==> src/design/pe_pkg.sv <==
package pe_pkg;

  // Field and state widths fixed by the interface.
  localparam int LVL_W   = 4;   // level numbers, tries, stored positions, n_size
  localparam int NIB_W   = 4;   // one placed value
  localparam int POS_W   = 5;   // scan position, one bit of headroom for the increment
  localparam int PLACE_W = 48;  // packed placement, twelve nibbles
  localparam int SEQ_W   = 29;  // permutation counter

  localparam logic [LVL_W-1:0] N_SIZE_RESET = 4'd11;

  typedef enum logic [1:0] {
    ST_IDLE,
    ST_LEVEL,
    ST_SCAN,
    ST_OUT
  } st_t;

  // One write into the slot register file.
  typedef struct packed {
    logic             en;
    logic [POS_W-1:0] pos;
    logic [NIB_W-1:0] val;
  } slot_wr_t;

endpackage

==> src/design/permutation_enumerator.sv <==
// Backtracking permutation enumerator. Each input word asks for the next
// permutation of positions 1..n (n from the cfg_n_size register, saturated
// to MAX_ELEMS), or with in_restart set clears the search and returns the
// first one. Exactly one result word comes back per input word: the
// placement as 4-bit values (position p in bits 4*(p-1) up), a running
// sequence number, and an exhausted flag with a zero placement once the
// search tree is finished; exhausted repeats until a restart. The block
// handles one request at a time: in_stall is high from the accept until the
// result word has been taken. A request passes through an accept step, a
// level visit for every level entered, a scan for a free position that
// skips each occupied slot at every level that scans, and an output step.
// The single slot-scan incrementer probes one position per cycle. The
// n_size register should be written only while no request is in flight;
// cfg_ready is always high.
module permutation_enumerator #(
  parameter int MAX_ELEMS = 12
) (
  input  logic                       clk,
  input  logic                       rst_n,
  input  logic                       cfg_valid,
  output logic                       cfg_ready,
  input  logic [pe_pkg::LVL_W-1:0]   cfg_n_size,
  input  logic                       in_valid,
  output logic                       in_stall,
  input  logic                       in_restart,
  output logic                       out_valid,
  input  logic                       out_stall,
  output logic [pe_pkg::PLACE_W-1:0] out_placement,
  output logic [pe_pkg::SEQ_W-1:0]   out_sequence_number,
  output logic                       out_exhausted
);
  import pe_pkg::*;

  localparam int IDX_W = (MAX_ELEMS > 1) ? $clog2(MAX_ELEMS) : 1;

  st_t              state_r, state_nxt;
  logic [LVL_W-1:0] n_size_r, n_size_nxt;
  logic [LVL_W-1:0] tries_r [MAX_ELEMS];
  logic [LVL_W-1:0] tries_nxt [MAX_ELEMS];
  logic [LVL_W-1:0] pos_r [MAX_ELEMS];
  logic [LVL_W-1:0] pos_nxt [MAX_ELEMS];
  logic [LVL_W-1:0] level_r, level_nxt;
  logic [SEQ_W-1:0] count_r, count_nxt;
  logic             finished_r, finished_nxt;
  logic [POS_W-1:0] scan_pos_r, scan_pos_nxt;
  logic [LVL_W-1:0] probes_r, probes_nxt;
  logic [PLACE_W-1:0] placement_r, placement_nxt;
  logic [SEQ_W-1:0]   seq_r, seq_nxt;
  logic               exh_r, exh_nxt;

  logic [LVL_W-1:0] nn;
  logic [LVL_W-1:0] lvl_m1;
  logic [IDX_W-1:0] didx;
  logic [LVL_W-1:0] cur_tries;
  logic [LVL_W-1:0] cur_pos;
  logic             active;
  logic             can_try;
  logic [POS_W-1:0] start_pos;
  logic [POS_W-1:0] scan_inc;

  logic             slot_clr;
  slot_wr_t         slot_wr;
  logic [POS_W-1:0] rd_pos;
  logic [NIB_W-1:0] rd_data;
  logic [PLACE_W-1:0] packed_place;

  assign nn = (n_size_r > LVL_W'(MAX_ELEMS)) ? LVL_W'(MAX_ELEMS) : n_size_r;

  // The level register only indexes the stack while it lies in 1..MAX_ELEMS.
  assign lvl_m1    = level_r - LVL_W'(1);
  assign didx      = lvl_m1[IDX_W-1:0];
  assign cur_tries = tries_r[didx];
  assign cur_pos   = pos_r[didx];
  assign active    = !finished_r && (level_r != '0) && (level_r <= LVL_W'(MAX_ELEMS));
  assign can_try   = ({1'b0, cur_tries} + {1'b0, level_r}) <= {1'b0, nn};

  // The one read port of the slot store follows the stack top while a level
  // is entered, and the scan pointer while searching for a free slot.
  assign rd_pos   = (state_r == ST_SCAN) ? scan_pos_r : {1'b0, cur_pos};
  assign scan_inc = scan_pos_r + POS_W'(1);

  pe_slot_file #(
    .MAX_ELEMS(MAX_ELEMS)
  ) u_slots (
    .clk       (clk),
    .rst_n     (rst_n),
    .clr       (slot_clr),
    .wr        (slot_wr),
    .rd_pos    (rd_pos),
    .rd_data   (rd_data),
    .nn        (nn),
    .ovr_pos   (scan_pos_r),
    .ovr_val   (level_r),
    .placement (packed_place)
  );

  assign cfg_ready           = 1'b1;
  assign in_stall            = (state_r != ST_IDLE);
  assign out_valid           = (state_r == ST_OUT);
  assign out_placement       = placement_r;
  assign out_sequence_number = seq_r;
  assign out_exhausted       = exh_r;

  always_comb begin
    state_nxt     = state_r;
    n_size_nxt    = n_size_r;
    tries_nxt     = tries_r;
    pos_nxt       = pos_r;
    level_nxt     = level_r;
    count_nxt     = count_r;
    finished_nxt  = finished_r;
    scan_pos_nxt  = scan_pos_r;
    probes_nxt    = probes_r;
    placement_nxt = placement_r;
    seq_nxt       = seq_r;
    exh_nxt       = exh_r;
    slot_clr      = 1'b0;
    slot_wr       = '0;
    start_pos     = {1'b0, cur_pos};

    if (cfg_valid && cfg_ready) begin
      n_size_nxt = cfg_n_size;
    end

    unique case (state_r)
      ST_IDLE: begin
        if (in_valid) begin
          if (in_restart) begin
            slot_clr = 1'b1;
            for (int i = 0; i < MAX_ELEMS; i++) begin
              tries_nxt[i] = '0;
              pos_nxt[i]   = LVL_W'(i + 1);
            end
            level_nxt    = LVL_W'(1);
            count_nxt    = '0;
            finished_nxt = 1'b0;
          end
          state_nxt = ST_LEVEL;
        end
      end

      ST_LEVEL: begin
        if (!active) begin
          // Search tree finished: report the total count with no placement.
          finished_nxt  = 1'b1;
          placement_nxt = '0;
          seq_nxt       = count_r;
          exh_nxt       = 1'b1;
          state_nxt     = ST_OUT;
        end else if (can_try) begin
          tries_nxt[didx] = cur_tries + LVL_W'(1);
          // Lift this level's value off its old slot and start past it.
          if (rd_data == level_r) begin
            slot_wr.en  = 1'b1;
            slot_wr.pos = {1'b0, cur_pos};
            slot_wr.val = '0;
            start_pos   = {1'b0, cur_pos} + POS_W'(1);
          end
          if ((start_pos == '0) || (start_pos > {1'b0, nn})) begin
            start_pos = POS_W'(1);
          end
          scan_pos_nxt = start_pos;
          probes_nxt   = '0;
          state_nxt    = ST_SCAN;
        end else begin
          // Tries used up: clear this level and step back one.
          tries_nxt[didx] = '0;
          slot_wr.en      = 1'b1;
          slot_wr.pos     = {1'b0, cur_pos};
          slot_wr.val     = '0;
          pos_nxt[didx]   = cur_pos + LVL_W'(1);
          level_nxt       = lvl_m1;
        end
      end

      ST_SCAN: begin
        if ((rd_data != '0) && (probes_r < nn)) begin
          scan_pos_nxt = (scan_inc > {1'b0, nn}) ? POS_W'(1) : scan_inc;
          probes_nxt   = probes_r + LVL_W'(1);
        end else if (rd_data == '0) begin
          pos_nxt[didx] = scan_pos_r[LVL_W-1:0];
          if (level_r == nn) begin
            // Last level placed: the placement is complete. The slot is
            // left free again, so no write is needed.
            placement_nxt   = packed_place;
            count_nxt       = count_r + SEQ_W'(1);
            seq_nxt         = count_r + SEQ_W'(1);
            exh_nxt         = 1'b0;
            tries_nxt[didx] = '0;
            level_nxt       = lvl_m1;
            if (lvl_m1 == '0) begin
              finished_nxt = 1'b1;
            end
            state_nxt = ST_OUT;
          end else begin
            slot_wr.en  = 1'b1;
            slot_wr.pos = scan_pos_r;
            slot_wr.val = level_r;
            level_nxt   = level_r + LVL_W'(1);
            state_nxt   = ST_LEVEL;
          end
        end else begin
          // No free slot anywhere: back out as if the tries ran out.
          tries_nxt[didx] = '0;
          slot_wr.en      = 1'b1;
          slot_wr.pos     = {1'b0, cur_pos};
          slot_wr.val     = '0;
          pos_nxt[didx]   = cur_pos + LVL_W'(1);
          level_nxt       = lvl_m1;
          state_nxt       = ST_LEVEL;
        end
      end

      ST_OUT: begin
        if (!out_stall) begin
          state_nxt = ST_IDLE;
        end
      end

      default: begin
        state_nxt = ST_IDLE;
      end
    endcase
  end

  always_ff @(posedge clk) begin
    if (!rst_n) begin
      state_r    <= ST_IDLE;
      n_size_r   <= N_SIZE_RESET;
      level_r    <= LVL_W'(1);
      count_r    <= '0;
      finished_r <= 1'b0;
      for (int i = 0; i < MAX_ELEMS; i++) begin
        tries_r[i] <= '0;
        pos_r[i]   <= LVL_W'(i + 1);
      end
    end else begin
      state_r    <= state_nxt;
      n_size_r   <= n_size_nxt;
      level_r    <= level_nxt;
      count_r    <= count_nxt;
      finished_r <= finished_nxt;
      tries_r    <= tries_nxt;
      pos_r      <= pos_nxt;
    end
  end

  always_ff @(posedge clk) begin
    scan_pos_r  <= scan_pos_nxt;
    probes_r    <= probes_nxt;
    placement_r <= placement_nxt;
    seq_r       <= seq_nxt;
    exh_r       <= exh_nxt;
  end

endmodule

==> src/design/pe_slot_file.sv <==
module pe_slot_file #(
  parameter int MAX_ELEMS = 12
) (
  input  logic                       clk,
  input  logic                       rst_n,
  input  logic                       clr,
  input  pe_pkg::slot_wr_t           wr,
  input  logic [pe_pkg::POS_W-1:0]   rd_pos,
  output logic [pe_pkg::NIB_W-1:0]   rd_data,
  input  logic [pe_pkg::LVL_W-1:0]   nn,
  input  logic [pe_pkg::POS_W-1:0]   ovr_pos,
  input  logic [pe_pkg::NIB_W-1:0]   ovr_val,
  output logic [pe_pkg::PLACE_W-1:0] placement
);
  import pe_pkg::*;

  localparam int IDX_W = (MAX_ELEMS > 1) ? $clog2(MAX_ELEMS) : 1;

  logic [NIB_W-1:0] slot_r   [MAX_ELEMS];
  logic [NIB_W-1:0] slot_nxt [MAX_ELEMS];

  logic [POS_W-1:0] rd_m1;
  logic [POS_W-1:0] wr_m1;
  logic             rd_ok;
  logic             wr_ok;

  // Positions are numbered from one; anything outside the store reads as free.
  assign rd_m1 = rd_pos - POS_W'(1);
  assign wr_m1 = wr.pos - POS_W'(1);
  assign rd_ok = (rd_pos != '0) && (rd_pos <= POS_W'(MAX_ELEMS));
  assign wr_ok = (wr.pos != '0) && (wr.pos <= POS_W'(MAX_ELEMS));

  assign rd_data = rd_ok ? slot_r[rd_m1[IDX_W-1:0]] : '0;

  always_comb begin
    slot_nxt = slot_r;
    if (clr) begin
      for (int i = 0; i < MAX_ELEMS; i++) begin
        slot_nxt[i] = '0;
      end
    end else if (wr.en && wr_ok) begin
      slot_nxt[wr_m1[IDX_W-1:0]] = wr.val;
    end
  end

  always_ff @(posedge clk) begin
    if (!rst_n) begin
      for (int i = 0; i < MAX_ELEMS; i++) begin
        slot_r[i] <= '0;
      end
    end else begin
      slot_r <= slot_nxt;
    end
  end

  // Packed view of positions 1..nn, with the value being placed folded in.
  always_comb begin
    placement = '0;
    for (int p = 0; p < MAX_ELEMS; p++) begin
      if (LVL_W'(p) < nn) begin
        if (POS_W'(p + 1) == ovr_pos) begin
          placement[NIB_W*p +: NIB_W] = ovr_val;
        end else begin
          placement[NIB_W*p +: NIB_W] = slot_r[p];
        end
      end
    end
  end

endmodule

==> config.mk <==
export PLATFORM = sky130hd
export DESIGN_NAME = permutation_enumerator
export DESIGN_NICKNAME = d
export VERILOG_FILES = /design/src/design/pe_pkg.sv /design/src/design/permutation_enumerator.sv /design/src/design/pe_slot_file.sv
export SDC_FILE = /design/constraint.sdc
export NUM_CORES = 1
export LEC_CHECK = 0
export BUFFER_PORTS_ARGS = -buffer_cell sky130_fd_sc_hd__buf_2
export CAP_MARGIN = 5
export CORE_AREA = 2 2 151 168
export DETAILED_ROUTE_END_ITERATION = 8
export DIE_AREA = 0 0 153 170
export PLACE_DENSITY = 0.86
export SLEW_MARGIN = 10
export SYNTH_ARGS = -nofsm -noshare
export SYNTH_HDL_FRONTEND = slang
export SYNTH_SLANG_ARGS = --single-unit
==> constraint.sdc <==
create_clock -name clk -period 17 [get_ports clk]
set_clock_uncertainty 0.05 [all_clocks]
set_input_delay 4.25 -clock clk [delete_from_list [all_inputs] [get_ports clk]]
set_output_delay 4.25 -clock clk [all_outputs]
set_load 0.005 [all_outputs]
==> results by group <==
Outcome
  – Status: finished clean

Detailed routing
  – TritonRoute pass-1 iters: 8
  – Top Metal Used: met4
  – DRT iter0 DRCs: 2088
  – Vias: between 10000 and 15000
  – Met2 Wirelength: 21000 um
  – Residual DRC: 0
  – Met3 WL post-DR: 4300 um
  – Vias per inst: 6.79
  – Drt total wl: 44800 um
  – Metal1 wirelength: ~17000 um
  – Post-route ant nets: 0
  – Drt wl/cell: 21.5 um

Layout
  – Most frequent cells in the layout: nor2_1 (222), dfxtp_1 (183), nand2_1 (179), mux2i_1 (149), o21ai_0 (112)
  – Commonest non-fill, non-tap cell in the layout: nor2_1
  – FF+latch area: between 6000 and 7000 um2
  – Fillcell total: 1849
  – Area of the multi-input gates: 8710 um2
  – Ant diodes: 0
  – Area Overhead vs Synth: 8.63%
  – Layout Nets: roughly 1800
  – Layout cells sized above 1: 0.124
  – Final Instance Count excl. Fillers: 2080

STA
  – Period utilization: 0.482
  – RSZ-0062 raised after global routing: no
  – Fmax: ~0.12 GHz
  – Max-slew violations: 0
  – Least-Margin Pin Slew: about 1.1 ns
  – Max_slew headroom: 0.278
  – Final-report setup violation count: 0
  – Tmin final: about 8.2 ns
  – Final setup TNS: 0 ns
  – Final hold violations: 0

Die
  – Die span in x: 153 um
  – Die height: 170 um
  – Core Box Area: about 24000 um2
  – DIE AREA: 26000 um2
  – I/O pin count: 91
  – Initial Utilization: 0.646
  – Row Count: 60

Synth
  – Post-synthesis average cell area: roughly 9.0 um2
  – Synth unique cells: 91
  – Adder-Cell Fraction of Synth Area: 0.0348
  – Syn Nets: 1802
  – Post-synthesis xor/xnor area fraction: 0.0275
  – Ys flop type: dfxtp_1
  – Largest family of logic cells by synthesized area: simple AND/OR/NAND/NOR gates
  – Cells after synthesis: 1749
  – Post-Syn Area: 15700 um2
  – Async set-reset flop share out of synthesis: 0
  – Yosys reg bits: 271
  – Post-synthesis sequential area ratio: 0.402
  – Compound-Gate Fraction of Synth Area: 0.176
  – Post-synth EDFFs: 87
  – Warnings, synthesis: 0
  – Post-synthesis mux area share: 0.134
  – Post-Synth Simple-Gate Area: 0.179

Clocking
  – CTS Hold Bufs: 0
  – Clock Sinks: 271
  – CTS tree: built
  – Num CTS Buffers: 27
  – Clk root buf: clkbuf_16
  – Worst-path clk slew: 0.07 ns
  – Worst skew pair latency: 0.56 ns
  – Clk buf depth: 3
  – Htree depth: 1
  – Post-CTS Setup Inserts: 0
  – Post_cts resized: 0

Worst setup path
  – Critical path required time: 17.42 ns
  – CP Capture Type: flip-flop
  – Crit path DAT: 8.62 ns
  – Crit path max fanout: 20
  – CP Launch Type: flip-flop
  – Crit Path Class: flip-flop to flip-flop

Global routing
  – Global route overflow: 0
  – Antenna violations before repair: 0
  – Overall Global Routing Usage: 0.331
  – Vias in the first global route: approximately 13000
  – Largest net degree at the start of global routing: 86
  – First-pass GRT wire length: 70400 um

Power
  – Peak supply drop: 123 uV
  – Power per cell area: ~180 nW/um2
  – Total chip power: 3130 uW
  – Leak pwr: between 0.006 and 0.007 uW

Worst hold path
  – Worst min path class: flip-flop to flip-flop

Placed design
  – Buffers on Ports: 89
  – Dpl hpwl: about 30000 um
  – Placed cell count: 2032
  – Routability Congestion: 0.981

Flow run
  – Max Cap Viol: 0
per-layer routing:
layer,vias up,GRT usage
li1,6349,-
met1,6657,0.413
met2,894,0.555
met3,217,0.0484
met4,0,0.188
met5,-,0
cell families (layout without fill, tap and decap cells):
kind of cell    count (synthesis)  in the layout
simple gates                  609            609
compound gates                419            419
flops                         271            271
mux                           180            180
buf+inv                       178            199
xor+xnor                       47             47
fa+ha+maj                      43             43
other cells                     2              2
registers in the layout, indices dropped and copies added, names as in the netlist, 2 cells and up:
signal	cells
scan_pos_r	5
tries_r	48
u_slots.slot_r	48
out_placement	48
pos_r	48
n_size_r	4
level_r	4
count_r	29
probes_r	4
out_sequence_number	29
state_r	2
metrics by stage:
stage	instance area, um2	setup slack (ns)	hold WS (ns)	utilization
2_1_floorplan	15700	7.60	0.390	-
6_report	17000	8.80	0.425	0.701
4_1_cts	17000	8.95	0.426	0.701
3_5_place_dp	16200	8.96	0.419	0.666
3_3_place_gp	16200	9.12	0.405	0.666
5_1_grt	17000	8.37	0.436	0.701
power breakdown:
part	internal (uW)	switching (uW)	leakage [uW]
combinational	537	1090	0.00368
clock	335	258	0.000427
sequential	845	72.3	0.00233
cells in the mapped netlist (4+ instances only):
cell      count  area share
mux4_2       22       0.032
buf_1        15      0.0036
inv_1        37      0.0089
clkbuf_1    101       0.024
a22oi_1      52       0.025
nor3_2        4      0.0026
o31ai_1       6      0.0029
buf_2        14      0.0045
o21a_1        6      0.0029
o22ai_1       5      0.0020
xnor2_1      23       0.013
nor3_1       32       0.010
nand4b_1      4      0.0022
or3_1         9      0.0036
or2_2         5      0.0020
a221o_1       8      0.0051
o221ai_1     21       0.012
nor2b_1      10      0.0040
mux2_2        6      0.0043
a211oi_1      4      0.0019
and3_1       25       0.010
and2_1       23      0.0092
dfxtp_1     184        0.24
xor2_1       23       0.013
nand2_1     179       0.043
edfxtp_1     87        0.17
a31oi_1      17      0.0068
nand3_1      49       0.016
o21ai_0     113       0.036
a21oi_1     109       0.035
ha_1         42       0.034
buf_4         4      0.0019
a32oi_1       8      0.0045
nand2b_1      9      0.0036
nand4_1      15      0.0060
o211ai_1      8      0.0038
a21o_1        5      0.0024
nor4_1        6      0.0024
o21bai_1      7      0.0034
nor2_1      222       0.053
o31a_1        4      0.0022
mux2i_1     149       0.095
final cells by class:
type / count / area share
multi-input combinational: 1300 / 0.512
sequential: 271 / 0.370
clock buffer: 37 / 0.0437
timing repair buffer: 109 / 0.0350
tap: 310 / 0.0228
inverter: 42 / 0.00949
clock inverter: 11 / 0.00647
path summary, 6_finish.rpt:
kind                                            to  cells past startpoint        start  slack, ns
worst max-delay path            u_slots.slot_r[32]                     21   level_r[2]       8.80
worst min-delay path                   tries_r[17]                      2  tries_r[17]       0.43
worst max register to register  u_slots.slot_r[32]                     21   level_r[2]       8.80
worst min register to register         tries_r[17]                      2  tries_r[17]       0.43
worst max-delay path, stage by stage, from the launching register on:
cell and delay, ns:
dfxtp_1 0.69, buf_4 0.40, xor2_4 0.49, a2111oi_0 0.20, or4_4 0.61, o211ai_4 0.34, inv_4 0.13, ha_1 0.82
buf_4 0.39, inv_1 0.18, o31ai_1 0.28, o221ai_1 0.21, a2bb2oi_1 0.18, nand2b_1 0.16, a311oi_2 0.31, nor2_1 0.18
ha_1 0.21, nor2_1 0.10, a211oi_1 0.06, a311oi_2 0.79, nor4bb_1 1.01, mux2i_1 0.28
No activity file was read; power rests on OpenSTA's default activity.
